--- config.mk ---
export PLATFORM = sky130hd
export DESIGN_NAME = epoch_seconds_to_calendar
export DESIGN_NICKNAME = d
export VERILOG_FILES = /design/src/rtl/esc_pkg.sv /design/src/rtl/epoch_seconds_to_calendar.sv /design/src/rtl/esc_sub.sv /design/src/rtl/esc_seq.sv
export VERILOG_INCLUDE_DIRS = /design/src /design/src/rtl
export SDC_FILE = /design/constraint.sdc
export NUM_CORES = 1
export LEC_CHECK = 0
export BUFFER_PORTS_ARGS = -buffer_cell sky130_fd_sc_hd__buf_2
export CAP_MARGIN = 40
export CELL_PAD_IN_SITES_DETAIL_PLACEMENT = 2
export CELL_PAD_IN_SITES_GLOBAL_PLACEMENT = 2
export CORE_UTILIZATION = 38
export DETAILED_ROUTE_END_ITERATION = 6
export PLACE_DENSITY = 0.87
export RECOVER_POWER = 50
export SLEW_MARGIN = 0
export SYNTH_ARGS = -nofsm -noshare
export SYNTH_HDL_FRONTEND = slang
export SYNTH_SLANG_ARGS = --single-unit
--- constraint.sdc ---
create_clock -name clk -period 8.9 [get_ports clk]
set_input_delay 1.335 -clock clk [delete_from_list [all_inputs] [get_ports clk]]
set_output_delay 1.335 -clock clk [all_outputs]
set_load 0.01 [all_outputs]
--- src/rtl/epoch_seconds_to_calendar_assert.svh ---
// ---------------------------------------------------------------------------
// epoch_seconds_to_calendar_assert.svh
// Assertion macros for the calendar converter; empty under synthesis.
// ---------------------------------------------------------------------------
`ifndef EPOCH_SECONDS_TO_CALENDAR_ASSERT_SVH
`define EPOCH_SECONDS_TO_CALENDAR_ASSERT_SVH
`ifndef SYNTHESIS
// same-cycle implication
`define ESC_ASSERT_IMP(lbl, ante, cons, msg) \
  lbl: assert property (@(posedge clk) disable iff (!rst_n) (ante) |-> (cons)) \
    else $error(msg);
// next-cycle implication
`define ESC_ASSERT_NXT(lbl, ante, cons, msg) \
  lbl: assert property (@(posedge clk) disable iff (!rst_n) (ante) |=> (cons)) \
    else $error(msg);
`else
`define ESC_ASSERT_IMP(lbl, ante, cons, msg)
`define ESC_ASSERT_NXT(lbl, ante, cons, msg)
`endif
`endif

--- src/rtl/esc_pkg.sv ---
// ---------------------------------------------------------------------------
// esc_pkg
// Types, constants and span tables for the seconds-to-calendar converter.
// ---------------------------------------------------------------------------
package esc_pkg;

  localparam int unsigned SEC_W  = 32;
  localparam int unsigned YEAR_W = 12;

  localparam logic [YEAR_W-1:0] BASE_YEAR_RST = 12'd1970;
  localparam logic [YEAR_W-1:0] YEAR_MAX      = 12'd4095;
  localparam logic [YEAR_W-1:0] CYCLE_LAST    = 12'd399;

  localparam logic [SEC_W-1:0] SECS_DAY    = 32'd86400;
  localparam logic [SEC_W-1:0] SECS_HOUR   = 32'd3600;
  localparam logic [SEC_W-1:0] SECS_MIN    = 32'd60;
  localparam logic [SEC_W-1:0] YEARS_CYCLE = 32'd400;
  localparam logic [SEC_W-1:0] SECS_YEAR   = 32'd31536000;
  localparam logic [SEC_W-1:0] SECS_LYEAR  = 32'd31622400;

  localparam logic [3:0] MONTH_FEB  = 4'd1;
  localparam logic [3:0] MONTH_LAST = 4'd11;

  typedef enum logic [2:0] {
    S_IDLE,
    S_MOD,
    S_YEAR,
    S_MONTH,
    S_DAY,
    S_HOUR,
    S_MIN,
    S_OUT
  } esc_state_t;

  typedef struct packed {
    esc_state_t state;
    logic       load;
    logic       step;
    logic       busy;
    logic       done;
  } esc_ctrl_t;

  typedef struct packed {
    logic geq;
    logic month_last;
  } esc_stat_t;

  // leap rule from the year reduced modulo 400
  function automatic logic is_leap(input logic [YEAR_W-1:0] ymod);
    return (ymod[1:0] == 2'b00) &&
           (ymod != 12'd100) && (ymod != 12'd200) && (ymod != 12'd300);
  endfunction

  function automatic logic [SEC_W-1:0] month_span(input logic [3:0] m, input logic leap);
    logic [SEC_W-1:0] s;
    case (m)
      MONTH_FEB:                 s = leap ? 32'd2505600 : 32'd2419200;
      4'd3, 4'd5, 4'd8, 4'd10:   s = 32'd2592000;
      default:                   s = 32'd2678400;
    endcase
    return s;
  endfunction

endpackage

--- src/rtl/epoch_seconds_to_calendar.sv ---
// ---------------------------------------------------------------------------
// epoch_seconds_to_calendar
// Converts a seconds count since January 1 of a base year to a Gregorian
// date and time of day by repeated subtraction.
// ---------------------------------------------------------------------------
// channel   ports                                       handshake
// input     in_seconds_count                            start & !busy
// result    out_year/month/day/hour/minute/second       out_valid, one cycle
// config    cfg_wdata                                   cfg_we
//
// A transaction steps through the phases in order (modulo 400, years,
// months, days, hours, minutes) and then shows the result; each phase
// runs past its last step. The shared subtractor sets the pace.
// Synchronous reset sets base_year to 1970 and returns to idle.
// busy is high from acceptance until the cycle after out_valid; the
// receiver cannot stall, results are shown for exactly one cycle.
// ---------------------------------------------------------------------------
`include "epoch_seconds_to_calendar_assert.svh"

module epoch_seconds_to_calendar (
  input  logic                       clk,
  input  logic                       rst_n,
  input  logic                       cfg_we,
  input  logic [esc_pkg::YEAR_W-1:0] cfg_wdata,
  input  logic                       start,
  output logic                       busy,
  input  logic [esc_pkg::SEC_W-1:0]  in_seconds_count,
  output logic                       out_valid,
  output logic [esc_pkg::YEAR_W-1:0] out_year,
  output logic [3:0]                 out_month,
  output logic [4:0]                 out_day,
  output logic [4:0]                 out_hour,
  output logic [5:0]                 out_minute,
  output logic [5:0]                 out_second
);
  import esc_pkg::*;

  esc_ctrl_t ctrl;
  esc_stat_t stat;

  logic [YEAR_W-1:0] base_r;
  logic [SEC_W-1:0]  rest_r;
  logic [YEAR_W-1:0] year_r;
  logic [YEAR_W-1:0] ymod_r;   // year modulo 400 once the first phase ends
  logic [3:0]        month_r;
  logic [4:0]        day_r;
  logic [4:0]        hour_r;
  logic [5:0]        min_r;

  logic [SEC_W-1:0] op_a, op_b, diff;
  logic             geq, leap;

  always_ff @(posedge clk) begin
    if (!rst_n) begin
      base_r <= BASE_YEAR_RST;
    end else if (cfg_we) begin
      base_r <= cfg_wdata;
    end
  end

  assign leap = is_leap(ymod_r);

  always_comb begin
    op_a = rest_r;
    op_b = SECS_MIN;
    case (ctrl.state)
      S_MOD: begin
        op_a = {{(SEC_W-YEAR_W){1'b0}}, ymod_r};
        op_b = YEARS_CYCLE;
      end
      S_YEAR:  op_b = leap ? SECS_LYEAR : SECS_YEAR;
      S_MONTH: op_b = month_span(month_r, leap);
      S_DAY:   op_b = SECS_DAY;
      S_HOUR:  op_b = SECS_HOUR;
      default: op_b = SECS_MIN;
    endcase
  end

  esc_sub u_sub (
    .a    (op_a),
    .b    (op_b),
    .diff (diff),
    .geq  (geq)
  );

  assign stat.geq        = geq;
  assign stat.month_last = (month_r == MONTH_LAST);

  esc_seq u_seq (
    .clk   (clk),
    .rst_n (rst_n),
    .start (start),
    .stat  (stat),
    .ctrl  (ctrl)
  );

  always_ff @(posedge clk) begin
    if (ctrl.load) begin
      rest_r  <= in_seconds_count;
      year_r  <= base_r;
      ymod_r  <= base_r;
      month_r <= '0;
      day_r   <= 5'd1;
      hour_r  <= '0;
      min_r   <= '0;
    end else if (ctrl.step) begin
      case (ctrl.state)
        S_MOD: ymod_r <= diff[YEAR_W-1:0];
        S_YEAR: begin
          rest_r <= diff;
          year_r <= year_r + 12'd1;
          // the 12-bit year wraps to zero, which restarts the 400-year cycle
          if (year_r == YEAR_MAX || ymod_r == CYCLE_LAST) begin
            ymod_r <= '0;
          end else begin
            ymod_r <= ymod_r + 12'd1;
          end
        end
        S_MONTH: begin
          rest_r  <= diff;
          month_r <= month_r + 4'd1;
        end
        S_DAY: begin
          rest_r <= diff;
          day_r  <= day_r + 5'd1;
        end
        S_HOUR: begin
          rest_r <= diff;
          hour_r <= hour_r + 5'd1;
        end
        S_MIN: begin
          rest_r <= diff;
          min_r  <= min_r + 6'd1;
        end
        default: rest_r <= rest_r;
      endcase
    end
  end

  assign busy       = ctrl.busy;
  assign out_valid  = ctrl.done;
  assign out_year   = year_r;
  assign out_month  = month_r + 4'd1;
  assign out_day    = day_r;
  assign out_hour   = hour_r;
  assign out_minute = min_r;
  assign out_second = rest_r[5:0];

  `ESC_ASSERT_NXT(a_accept_busy, start && !busy, busy, "accepted transaction did not raise busy")
  `ESC_ASSERT_NXT(a_done_idle, out_valid, !busy && !out_valid, "busy held after result")
  `ESC_ASSERT_IMP(a_month_range, out_valid, out_month >= 4'd1 && out_month <= 4'd12,
    "month out of range")
  `ESC_ASSERT_IMP(a_tod_range, out_valid, out_hour < 5'd24 && out_minute < 6'd60 &&
    rest_r < SECS_MIN && out_day >= 5'd1, "time of day out of range")

endmodule

--- src/rtl/esc_sub.sv ---
// ---------------------------------------------------------------------------
// esc_sub
// Shared 32-bit subtract and compare unit.
// ---------------------------------------------------------------------------
module esc_sub (
  input  logic [esc_pkg::SEC_W-1:0] a,
  input  logic [esc_pkg::SEC_W-1:0] b,
  output logic [esc_pkg::SEC_W-1:0] diff,
  output logic                      geq
);
  import esc_pkg::*;

  logic [SEC_W:0] full;

  assign full = {1'b0, a} - {1'b0, b};
  assign diff = full[SEC_W-1:0];
  assign geq  = ~full[SEC_W];

endmodule

--- src/rtl/esc_seq.sv ---
// ---------------------------------------------------------------------------
// esc_seq
// Sequencer: walks the phases, one subtract step per cycle.
// ---------------------------------------------------------------------------
module esc_seq (
  input  logic               clk,
  input  logic               rst_n,
  input  logic               start,
  input  esc_pkg::esc_stat_t stat,
  output esc_pkg::esc_ctrl_t ctrl
);
  import esc_pkg::*;

  esc_state_t state_r, state_nxt;

  always_ff @(posedge clk) begin
    if (!rst_n) begin
      state_r <= S_IDLE;
    end else begin
      state_r <= state_nxt;
    end
  end

  always_comb begin
    state_nxt = state_r;
    unique case (state_r)
      S_IDLE:  if (start) state_nxt = S_MOD;
      S_MOD:   if (!stat.geq) state_nxt = S_YEAR;
      S_YEAR:  if (!stat.geq) state_nxt = S_MONTH;
      S_MONTH: if (!stat.geq || stat.month_last) state_nxt = S_DAY;
      S_DAY:   if (!stat.geq) state_nxt = S_HOUR;
      S_HOUR:  if (!stat.geq) state_nxt = S_MIN;
      S_MIN:   if (!stat.geq) state_nxt = S_OUT;
      S_OUT:   state_nxt = S_IDLE;
      default: state_nxt = S_IDLE;
    endcase
  end

  always_comb begin
    ctrl.state = state_r;
    ctrl.load  = 1'b0;
    ctrl.step  = 1'b0;
    ctrl.busy  = 1'b1;
    ctrl.done  = 1'b0;
    unique case (state_r)
      S_IDLE: begin
        ctrl.busy = 1'b0;
        ctrl.load = start;
      end
      S_MOD, S_YEAR, S_DAY, S_HOUR, S_MIN: ctrl.step = stat.geq;
      S_MONTH: ctrl.step = stat.geq && !stat.month_last;
      S_OUT:   ctrl.done = 1'b1;
      default: ctrl.busy = 1'b1;
    endcase
  end

endmodule

==> results of run 1 <==
[flip-flops by register name, summed over array words and instances, names as in the netlist]
register and count:
base_r 12, month_r 4, out_day 5, out_hour 5
out_minute 6, out_year 12, rest_r 32, u_seq.state_r 3
ymod_r 12
[layout make-up]
type                    count  area, um2
multi-input cells         568       3565
clock buffers              12      256.5
fillers                  1801       8890
clock inverters             4      32.53
flip-flops and latches     91       2382
inverters                  17      63.81
repair buffers             94      425.4
well taps                 216      270.3
[worst max-delay path, cell delays in order (launching register included)]
cell                       delay [ps]
sky130_fd_sc_hd__dfxtp_1          670
sky130_fd_sc_hd__or3b_1           430
sky130_fd_sc_hd__clkbuf_1        1110
sky130_fd_sc_hd__mux2i_1          290
sky130_fd_sc_hd__ha_1             220
sky130_fd_sc_hd__inv_1             70
sky130_fd_sc_hd__fa_1             410
sky130_fd_sc_hd__a21o_1           190
sky130_fd_sc_hd__a21oi_1          290
sky130_fd_sc_hd__a211o_1          240
sky130_fd_sc_hd__a311oi_1         100
sky130_fd_sc_hd__and3b_1          640
sky130_fd_sc_hd__nor2_1           210
sky130_fd_sc_hd__nand2_1          110
sky130_fd_sc_hd__nand2_1          400
[through the flow]
stage	instances	utilization	hold WS, ps	cell area, um2
finish	1002	0.4404	472.1	6995
global route	1002	0.4404	501.6	6995
CTS	1002	0.4445	469.2	7062
detailed placement	986	0.4264	458.1	6773
global placement	984	0.4254	441.0	6758
floorplan	715	-	441.4	6182
[power groups by stage]
stage / sequential (mW) / clock [mW] / combinational (mW)
finish: 0.620 / 0.385 / 0.685
detailed placement: 0.623 / 0 / 0.677
global route: 0.627 / 0.405 / 0.748
CTS: 0.617 / 0.392 / 0.689
global placement: 0.616 / 0 / 0.631
floorplan: 0.593 / 0 / 0.493
[per-layer routing]
metal | wire [um] | track usage | part of all wire
met1 | 9344 | 0.3324 | 0.44
met5 | 0 | 0 | 0
met3 | 705 | 0.03220 | 0.033
met2 | 10840 | 0.4725 | 0.51
met4 | 566 | 0.1060 | 0.026
[how the worst min path moves through the flow]
| stage | depth (start not counted) | startpoint | end | slack [ps] |
|---|---|---|---|---|
| 6_report | 1 | out_day[4] | out_day[4] | 470 |
| 3_3_place_gp | 1 | out_day[4] | out_day[4] | 440 |
| 3_5_place_dp | 1 | out_day[4] | out_day[4] | 460 |
| 2_1_floorplan | 2 | base_r[10] | base_r[10] | 440 |
| 5_1_grt | 1 | out_day[4] | out_day[4] | 500 |
| 4_1_cts | 1 | out_hour[4] | out_hour[4] | 470 |
[cells in the mapped netlist (2+ instances only)]
| master | instances | area share |
|---|---|---|
| sky130_fd_sc_hd__o22ai_1 | 2 | 0.0020 |
| sky130_fd_sc_hd__dfxtp_1 | 35 | 0.11 |
| sky130_fd_sc_hd__xnor2_1 | 29 | 0.041 |
| sky130_fd_sc_hd__o311ai_0 | 2 | 0.0028 |
| sky130_fd_sc_hd__a31oi_1 | 9 | 0.0091 |
| sky130_fd_sc_hd__nor3b_1 | 4 | 0.0049 |
| sky130_fd_sc_hd__nand2b_1 | 7 | 0.0071 |
| sky130_fd_sc_hd__and4_1 | 3 | 0.0043 |
| sky130_fd_sc_hd__a211o_1 | 2 | 0.0028 |
| sky130_fd_sc_hd__o31ai_1 | 7 | 0.0085 |
| sky130_fd_sc_hd__nand3_1 | 25 | 0.020 |
| sky130_fd_sc_hd__nor2b_1 | 13 | 0.013 |
| sky130_fd_sc_hd__o21a_1 | 2 | 0.0024 |
| sky130_fd_sc_hd__xor2_1 | 19 | 0.027 |
| sky130_fd_sc_hd__nand4_1 | 8 | 0.0081 |
| sky130_fd_sc_hd__or3b_1 | 2 | 0.0028 |
| sky130_fd_sc_hd__edfxtp_1 | 56 | 0.27 |
| sky130_fd_sc_hd__a211oi_1 | 2 | 0.0024 |
| sky130_fd_sc_hd__or2_2 | 3 | 0.0030 |
| sky130_fd_sc_hd__nor3_1 | 8 | 0.0065 |
| sky130_fd_sc_hd__o211ai_1 | 8 | 0.0097 |
| sky130_fd_sc_hd__a21oi_1 | 46 | 0.037 |
| sky130_fd_sc_hd__buf_1 | 4 | 0.0024 |
| sky130_fd_sc_hd__nor2_1 | 56 | 0.034 |
| sky130_fd_sc_hd__a21boi_1 | 2 | 0.0024 |
| sky130_fd_sc_hd__nand3b_1 | 3 | 0.0036 |
| sky130_fd_sc_hd__buf_2 | 2 | 0.0016 |
| sky130_fd_sc_hd__a221o_1 | 3 | 0.0049 |
| sky130_fd_sc_hd__inv_1 | 16 | 0.0097 |
| sky130_fd_sc_hd__and3_1 | 10 | 0.010 |
| sky130_fd_sc_hd__buf_4 | 6 | 0.0073 |
| sky130_fd_sc_hd__o21bai_1 | 3 | 0.0036 |
| sky130_fd_sc_hd__o21ai_1 | 13 | 0.011 |
| sky130_fd_sc_hd__ha_1 | 31 | 0.063 |
| sky130_fd_sc_hd__a21o_1 | 8 | 0.0097 |
| sky130_fd_sc_hd__o21ai_0 | 33 | 0.027 |
| sky130_fd_sc_hd__and2_1 | 16 | 0.016 |
| sky130_fd_sc_hd__mux2i_1 | 30 | 0.049 |
| sky130_fd_sc_hd__or4_1 | 2 | 0.0024 |
| sky130_fd_sc_hd__clkbuf_1 | 27 | 0.016 |
| sky130_fd_sc_hd__nor4_2 | 2 | 0.0040 |
| sky130_fd_sc_hd__o41ai_1 | 2 | 0.0028 |
| sky130_fd_sc_hd__nand2_1 | 129 | 0.078 |
| sky130_fd_sc_hd__or3_1 | 2 | 0.0020 |
[cell families (layout without fill, tap and decap cells)]
| family | count (synthesis) | count (layout) | share of synthesized area |
|---|---|---|---|
| and+or+nand+nor | 303 | 303 | 0.2366 |
| AOI/OAI and AO/OA | 154 | 154 | 0.1552 |
| DFF | 91 | 91 | 0.3853 |
| buffers and inverters | 56 | 127 | 0.03805 |
| xor gates and xnor gates | 48 | 48 | 0.06800 |
| adders and majority gates | 32 | 32 | 0.06598 |
| muxes | 31 | 31 | 0.05080 |
==> impl_metrics.py, run 1 <==
metrics = {
    "outcome": {
        "run_status": "finished with violations",
        "failed_checks": "max-capacitance violations, max-slew violations",
    },
    "floorplan": {
        "die_area_um2": 16780,
        "pin_count": 88,
        "placement_rows": 46,
        "starting_density_of_the_core": 0.3892,
        "chip_width_um": 129.6,
        "die_h_um": 129.6,
        "placeable_area_um2": 15890,
    },
    "cts": {
        "cts_hold_buf": 0,
        "max-clock-path-buffers": 2,
        "cts_repair_resize_count": 0,
        "cts_buffers": 9,
        "postCtsSetupBuffers": 0,
        "cts_tree": "built",
        "cts-htree-levels": 3,
        "worst_setup_hold_path_clk_slew_ps": 70,
        "sink_count": 91,
        "insertion_delay_ps": 360,
        "ctsRootBufferMaster": "sky130_fd_sc_hd__clkbuf_16",
    },
    "sta": {
        "max_freq_ghz": 0.1705,
        "slew_headroom": -0.3205,
        "layout_min_cycle_time_ps": 5867,
        "layout_skew_ps": 10.82,
        "hold_violations": 0,
        "postLayoutSetupSlackWorst_ps": 3033,
        "worst_pin_slew_ps": 1981,
        "finalSetupViolations": 0,
        "number_of_max_slew_violations_in_the_final_report": 81,
        "finalSetupTns_ps": 0,
        "fin_crit_sh": 0.6592,
        "rsz0062_at_grt": "false",
    },
    "grt": {
        "grt_antenna_before_repair": 0,
        "grt_remaining_overflow": 0,
        "grt_first_pass_wirelength_um": 33890,
        "grt_pass1_vias": 6140,
        "grt_util_all_layers": 0.2676,
        "grt_max_degree": 43,
    },
    "power_and_ir_drop": {
        "power.share.sequential": 0.367,
        "switching_power_mw": 0.6726,
        "internal_power_mw": 1.017,
        "leakagePower_nw": 2.788,
        "cellPowerDensity_nw_per_um2": 241.5,
        "swShare": 0.3981,
        "clock_power_share": 0.228,
        "power.ir.vdd_worst_v": 0.00009825,
        "totalPowerFinal_mw": 1.690,
        "combinationalPowerShare": 0.405,
    },
    "critical_path": {
        "reg2reg_depth": 14,
        "worstSetupPathType": "reg -> reg",
        "critical_path_arrival_ps": 5750,
        "worstReg2RegStart": "u_seq.state_r[2]",
        "start_kind": "flip-flop",
        "reg2reg_to": "out_year[6]",
        "timing.critical_path.fanout_max": 29,
        "worst_ep_required_time_ps": 8780,
        "cp-end-kind": "flip-flop",
        "setup.worst_path.end": "out_year[6]",
        "ff2ff_setup_slack_ps": 3030,
        "critical_path_start": "u_seq.state_r[2]",
    },
    "drt": {
        "detailroute.via_count": 5636,
        "routed_wirelength_um": 21460,
        "drt-wirelength-per-cell_um": 21.41,
        "drt_iter0_markers": 330,
        "drt-vias-per-instance": 5.625,
        "detail_route.first_pass.iterations": 4,
        "drc_errors": 0,
        "final_antenna_net_count": 0,
    },
    "logic_synthesis": {
        "mean_instance_size_in_the_synthesized_netlist_um2": 8.646,
        "synth_fp_nets": 795,
        "synth_enable_flop_cells": 56,
        "synth.ff_latch_count": 91,
        "synth.yosys.seq_area_share": 0.3853,
        "synthesis.area_um2": 6182,
        "synth-main-ff-cell": "sky130_fd_sc_hd__edfxtp_1",
        "async_flop_share": 0,
        "yosys_warnings": 0,
        "netlist_instances": 715,
        "netlist_cell_types": 67,
    },
    "place": {
        "pre_cts_slack_ps": 3578,
        "gp_congestion": 0.8843,
        "detailedPlacementHpwl_um": 16210,
        "number_of_buffers_inserted_by_port_buffering": 87,
    },
    "layout": {
        "layout.cells.most_common": "sky130_fd_sc_hd__nand2_1",
        "final_layout_size_suffix_gt1_frac": 0.1018,
        "layout-area-overhead-vs-synth_pct": 13.16,
        "layout.cells.most_common_list": "sky130_fd_sc_hd__nand2_1, sky130_fd_sc_hd__nor2_1, sky130_fd_sc_hd__edfxtp_1",
        "number_of_diodes": 0,
        "finalNetCount": 861,
    },
    "job": {
        "maxCapViolations": 2,
    },
    "min_path": {
        "worst_hold_path_type": "reg -> reg",
    },
}
Note: power is estimated with default switching activity, not from simulation.
==> inputs of run 2 (changes only) <==
CORE_UTILIZATION = 35   (was 38)
PLACE_DENSITY = 0.81   (was 0.87)
clock period = 5.7 ns   (was 8.9 ns; I/O delays follow)
==> run 2 against run 1 <==
Against the previous run:
- the flow still finishes with violations (max-capacitance violations, max-slew violations)
- clock power rose by 51%
- worst hold slack worse by 8.9 ps
- routed wire length down 2.5%
- clock skew is 3.4 ps higher
- non-clock buffer count grew 6
- core utilization is 3.3 points lower
- critical path depth increased by 1
- cell count rose by 1.5%
- count of clock-buffer cells in the layout unchanged
- critical path type unchanged
- largest power group unchanged
- highest routed layer unchanged
==> impl_metrics.py, run 2 (synthesized netlist as in run 1, its figures left out) <==
metrics = {
    "floorplan": {
        "placement_rows": 48,
        "chip_width_um": 134.9,
        "placeable_area_um2": 17300,
        "die_area_um2": 18200,
        "pin_count": 88,
        "starting_density_of_the_core": 0.3574,
        "die_h_um": 134.9,
    },
    "critical_path": {
        "worst_ep_required_time_ps": 5800,
        "critical_path_arrival_ps": 5200,
        "start_kind": "flip-flop",
        "ff2ff_setup_slack_ps": 600,
        "critical_path_start": "u_seq.state_r[2]",
        "worstSetupPathType": "reg -> reg",
        "timing.critical_path.fanout_max": 24,
        "cp-end-kind": "flip-flop",
        "worstReg2RegStart": "u_seq.state_r[2]",
    },
    "place": {
        "gp_congestion": 0.8513,
        "detailedPlacementHpwl_um": 15730,
        "number_of_buffers_inserted_by_port_buffering": 87,
        "pre_cts_slack_ps": 782.0,
    },
    "power_and_ir_drop": {
        "leakagePower_nw": 2.808,
        "cellPowerDensity_nw_per_um2": 369.3,
        "power.ir.vdd_worst_v": 0.0001436,
    },
    "cts": {
        "insertion_delay_ps": 360,
        "max-clock-path-buffers": 2,
        "cts-htree-levels": 3,
        "cts_buffers": 9,
        "ctsRootBufferMaster": "sky130_fd_sc_hd__clkbuf_16",
        "cts_tree": "built",
        "sink_count": 91,
        "cts_repair_resize_count": 0,
        "cts_hold_buf": 0,
        "postCtsSetupBuffers": 0,
        "worst_setup_hold_path_clk_slew_ps": 70,
    },
    "sta": {
        "finalSetupViolations": 0,
        "postLayoutSetupSlackWorst_ps": 601.5,
        "slew_headroom": -0.4211,
        "rsz0062_at_grt": "false",
        "worst_pin_slew_ps": 2132,
        "fin_crit_sh": 0.8945,
        "layout_skew_ps": 14.21,
        "layout_min_cycle_time_ps": 5099,
        "number_of_max_slew_violations_in_the_final_report": 45,
        "hold_violations": 0,
        "max_freq_ghz": 0.1961,
        "finalSetupTns_ps": 0,
    },
    "layout": {
        "max_flop_register": "rest_r",
        "layout.cells.most_common": "sky130_fd_sc_hd__nand2_1",
        "layout-area-overhead-vs-synth_pct": 13.86,
        "finalNetCount": 867,
        "fin_util": 0.4070,
        "area_of_the_multi_input_gates_um2": 3565,
        "number_of_diodes": 0,
        "final_layout_size_suffix_gt1_frac": 0.1061,
        "largest_register_ff_count": 32,
        "filler_cell_count_in_the_final_layout": 1979,
        "layout.cells.most_common_list": "sky130_fd_sc_hd__nand2_1, sky130_fd_sc_hd__nor2_1, sky130_fd_sc_hd__edfxtp_1",
        "seq_area_um2": 2382,
    },
    "drt": {
        "drt_iter0_markers": 215,
        "routed_wirelength_um": 20930,
        "detailroute.via_count": 5627,
        "final_antenna_net_count": 0,
        "drc_errors": 0,
        "drt-wirelength-per-cell_um": 20.58,
        "detail_route.first_pass.iterations": 4,
        "drt-vias-per-instance": 5.533,
    },
    "grt": {
        "grt_first_pass_wirelength_um": 33690,
        "grt_max_degree": 45,
        "grt_remaining_overflow": 0,
        "grt_pass1_vias": 6170,
        "grt_util_all_layers": 0.2393,
        "grt_antenna_before_repair": 0,
    },
    "outcome": {
        "failed_checks": "max-capacitance violations, max-slew violations",
        "run_status": "finished with violations",
    },
    "min_path": {
        "timing.hold.worst.start": "out_hour[4]",
        "worst_hold_path_type": "reg -> reg",
    },
    "job": {
        "maxCapViolations": 1,
    },
}
==> run 2: cell types whose count changed in the layout (fill, tap and decap cells not counted) <==
cell	before	now
sky130_fd_sc_hd__buf_12	0	1
sky130_fd_sc_hd__o21ai_0	34	35
sky130_fd_sc_hd__clkbuf_8	2	0
sky130_fd_sc_hd__clkinv_4	2	0
sky130_fd_sc_hd__and2_0	2	1
sky130_fd_sc_hd__o21ai_1	12	11
sky130_fd_sc_hd__buf_4	4	9
sky130_fd_sc_hd__clkinvlp_4	0	1
sky130_fd_sc_hd__clkbuf_1	45	47
sky130_fd_sc_hd__clkinv_2	0	1
sky130_fd_sc_hd__and2_1	15	16
==> run 2: cell type report <==
cell class | count | area share
clock buffers | 12 | 0.03359
clock inverters | 4 | 0.003910
inverters | 17 | 0.009065
multi-input cells | 568 | 0.5064
flip-flops and latches | 91 | 0.3384
well taps | 225 | 0.03999
repair buffers | 100 | 0.06861
==> run 2: worst paths after layout <==
kind / endpoint / depth (start not counted)
worst min register to register: out_hour[4] / 1
worst max-delay path: rest_r[14] / 15
worst min-delay path: out_hour[4] / 1
worst max register to register: rest_r[14] / 15
==> run 2: metrics by stage <==
stage                     instance area [um2]  std cells  power, mW  hold slack (ps)
after floorplan                          6182        715      1.696            441.4
after global placement                   6819        998      1.946            443.7
after detailed placement                 6854       1000      2.029            453.4
after CTS                                7118       1016      2.627            467.9
after global routing                     7039       1017      2.752            497.1
final                                    7039       1017      2.600            463.2
==> run 2: critical path, stage by stage (launching register included) <==
cell,delay (ps)
sky130_fd_sc_hd__dfxtp_1,710
sky130_fd_sc_hd__or3b_1,410
sky130_fd_sc_hd__clkbuf_1,720
sky130_fd_sc_hd__mux2i_1,280
sky130_fd_sc_hd__ha_1,200
sky130_fd_sc_hd__inv_1,50
sky130_fd_sc_hd__fa_1,410
sky130_fd_sc_hd__a21o_1,190
sky130_fd_sc_hd__a21oi_1,360
sky130_fd_sc_hd__a211o_1,230
sky130_fd_sc_hd__a311oi_1,100
sky130_fd_sc_hd__and3b_1,270
sky130_fd_sc_hd__nor2_1,100
sky130_fd_sc_hd__o31ai_1,110
sky130_fd_sc_hd__nand2_1,350
sky130_fd_sc_hd__buf_12,310
==> run 2: layer usage <==
| layer | GRT usage | share of wire |
|---|---|---|
| met4 | 0.06866 | 0.014 |
| met3 | 0.02703 | 0.027 |
| met5 | 0 | 0 |
| met1 | 0.3108 | 0.46 |
| met2 | 0.4170 | 0.50 |
==> run 2: power breakdown <==
group / leakage, nW / switching (mW) / internal, mW
sequential: 0.828 / 0.106 / 0.857
combinational: 1.85 / 0.643 / 0.413
clock: 0.128 / 0.283 / 0.298
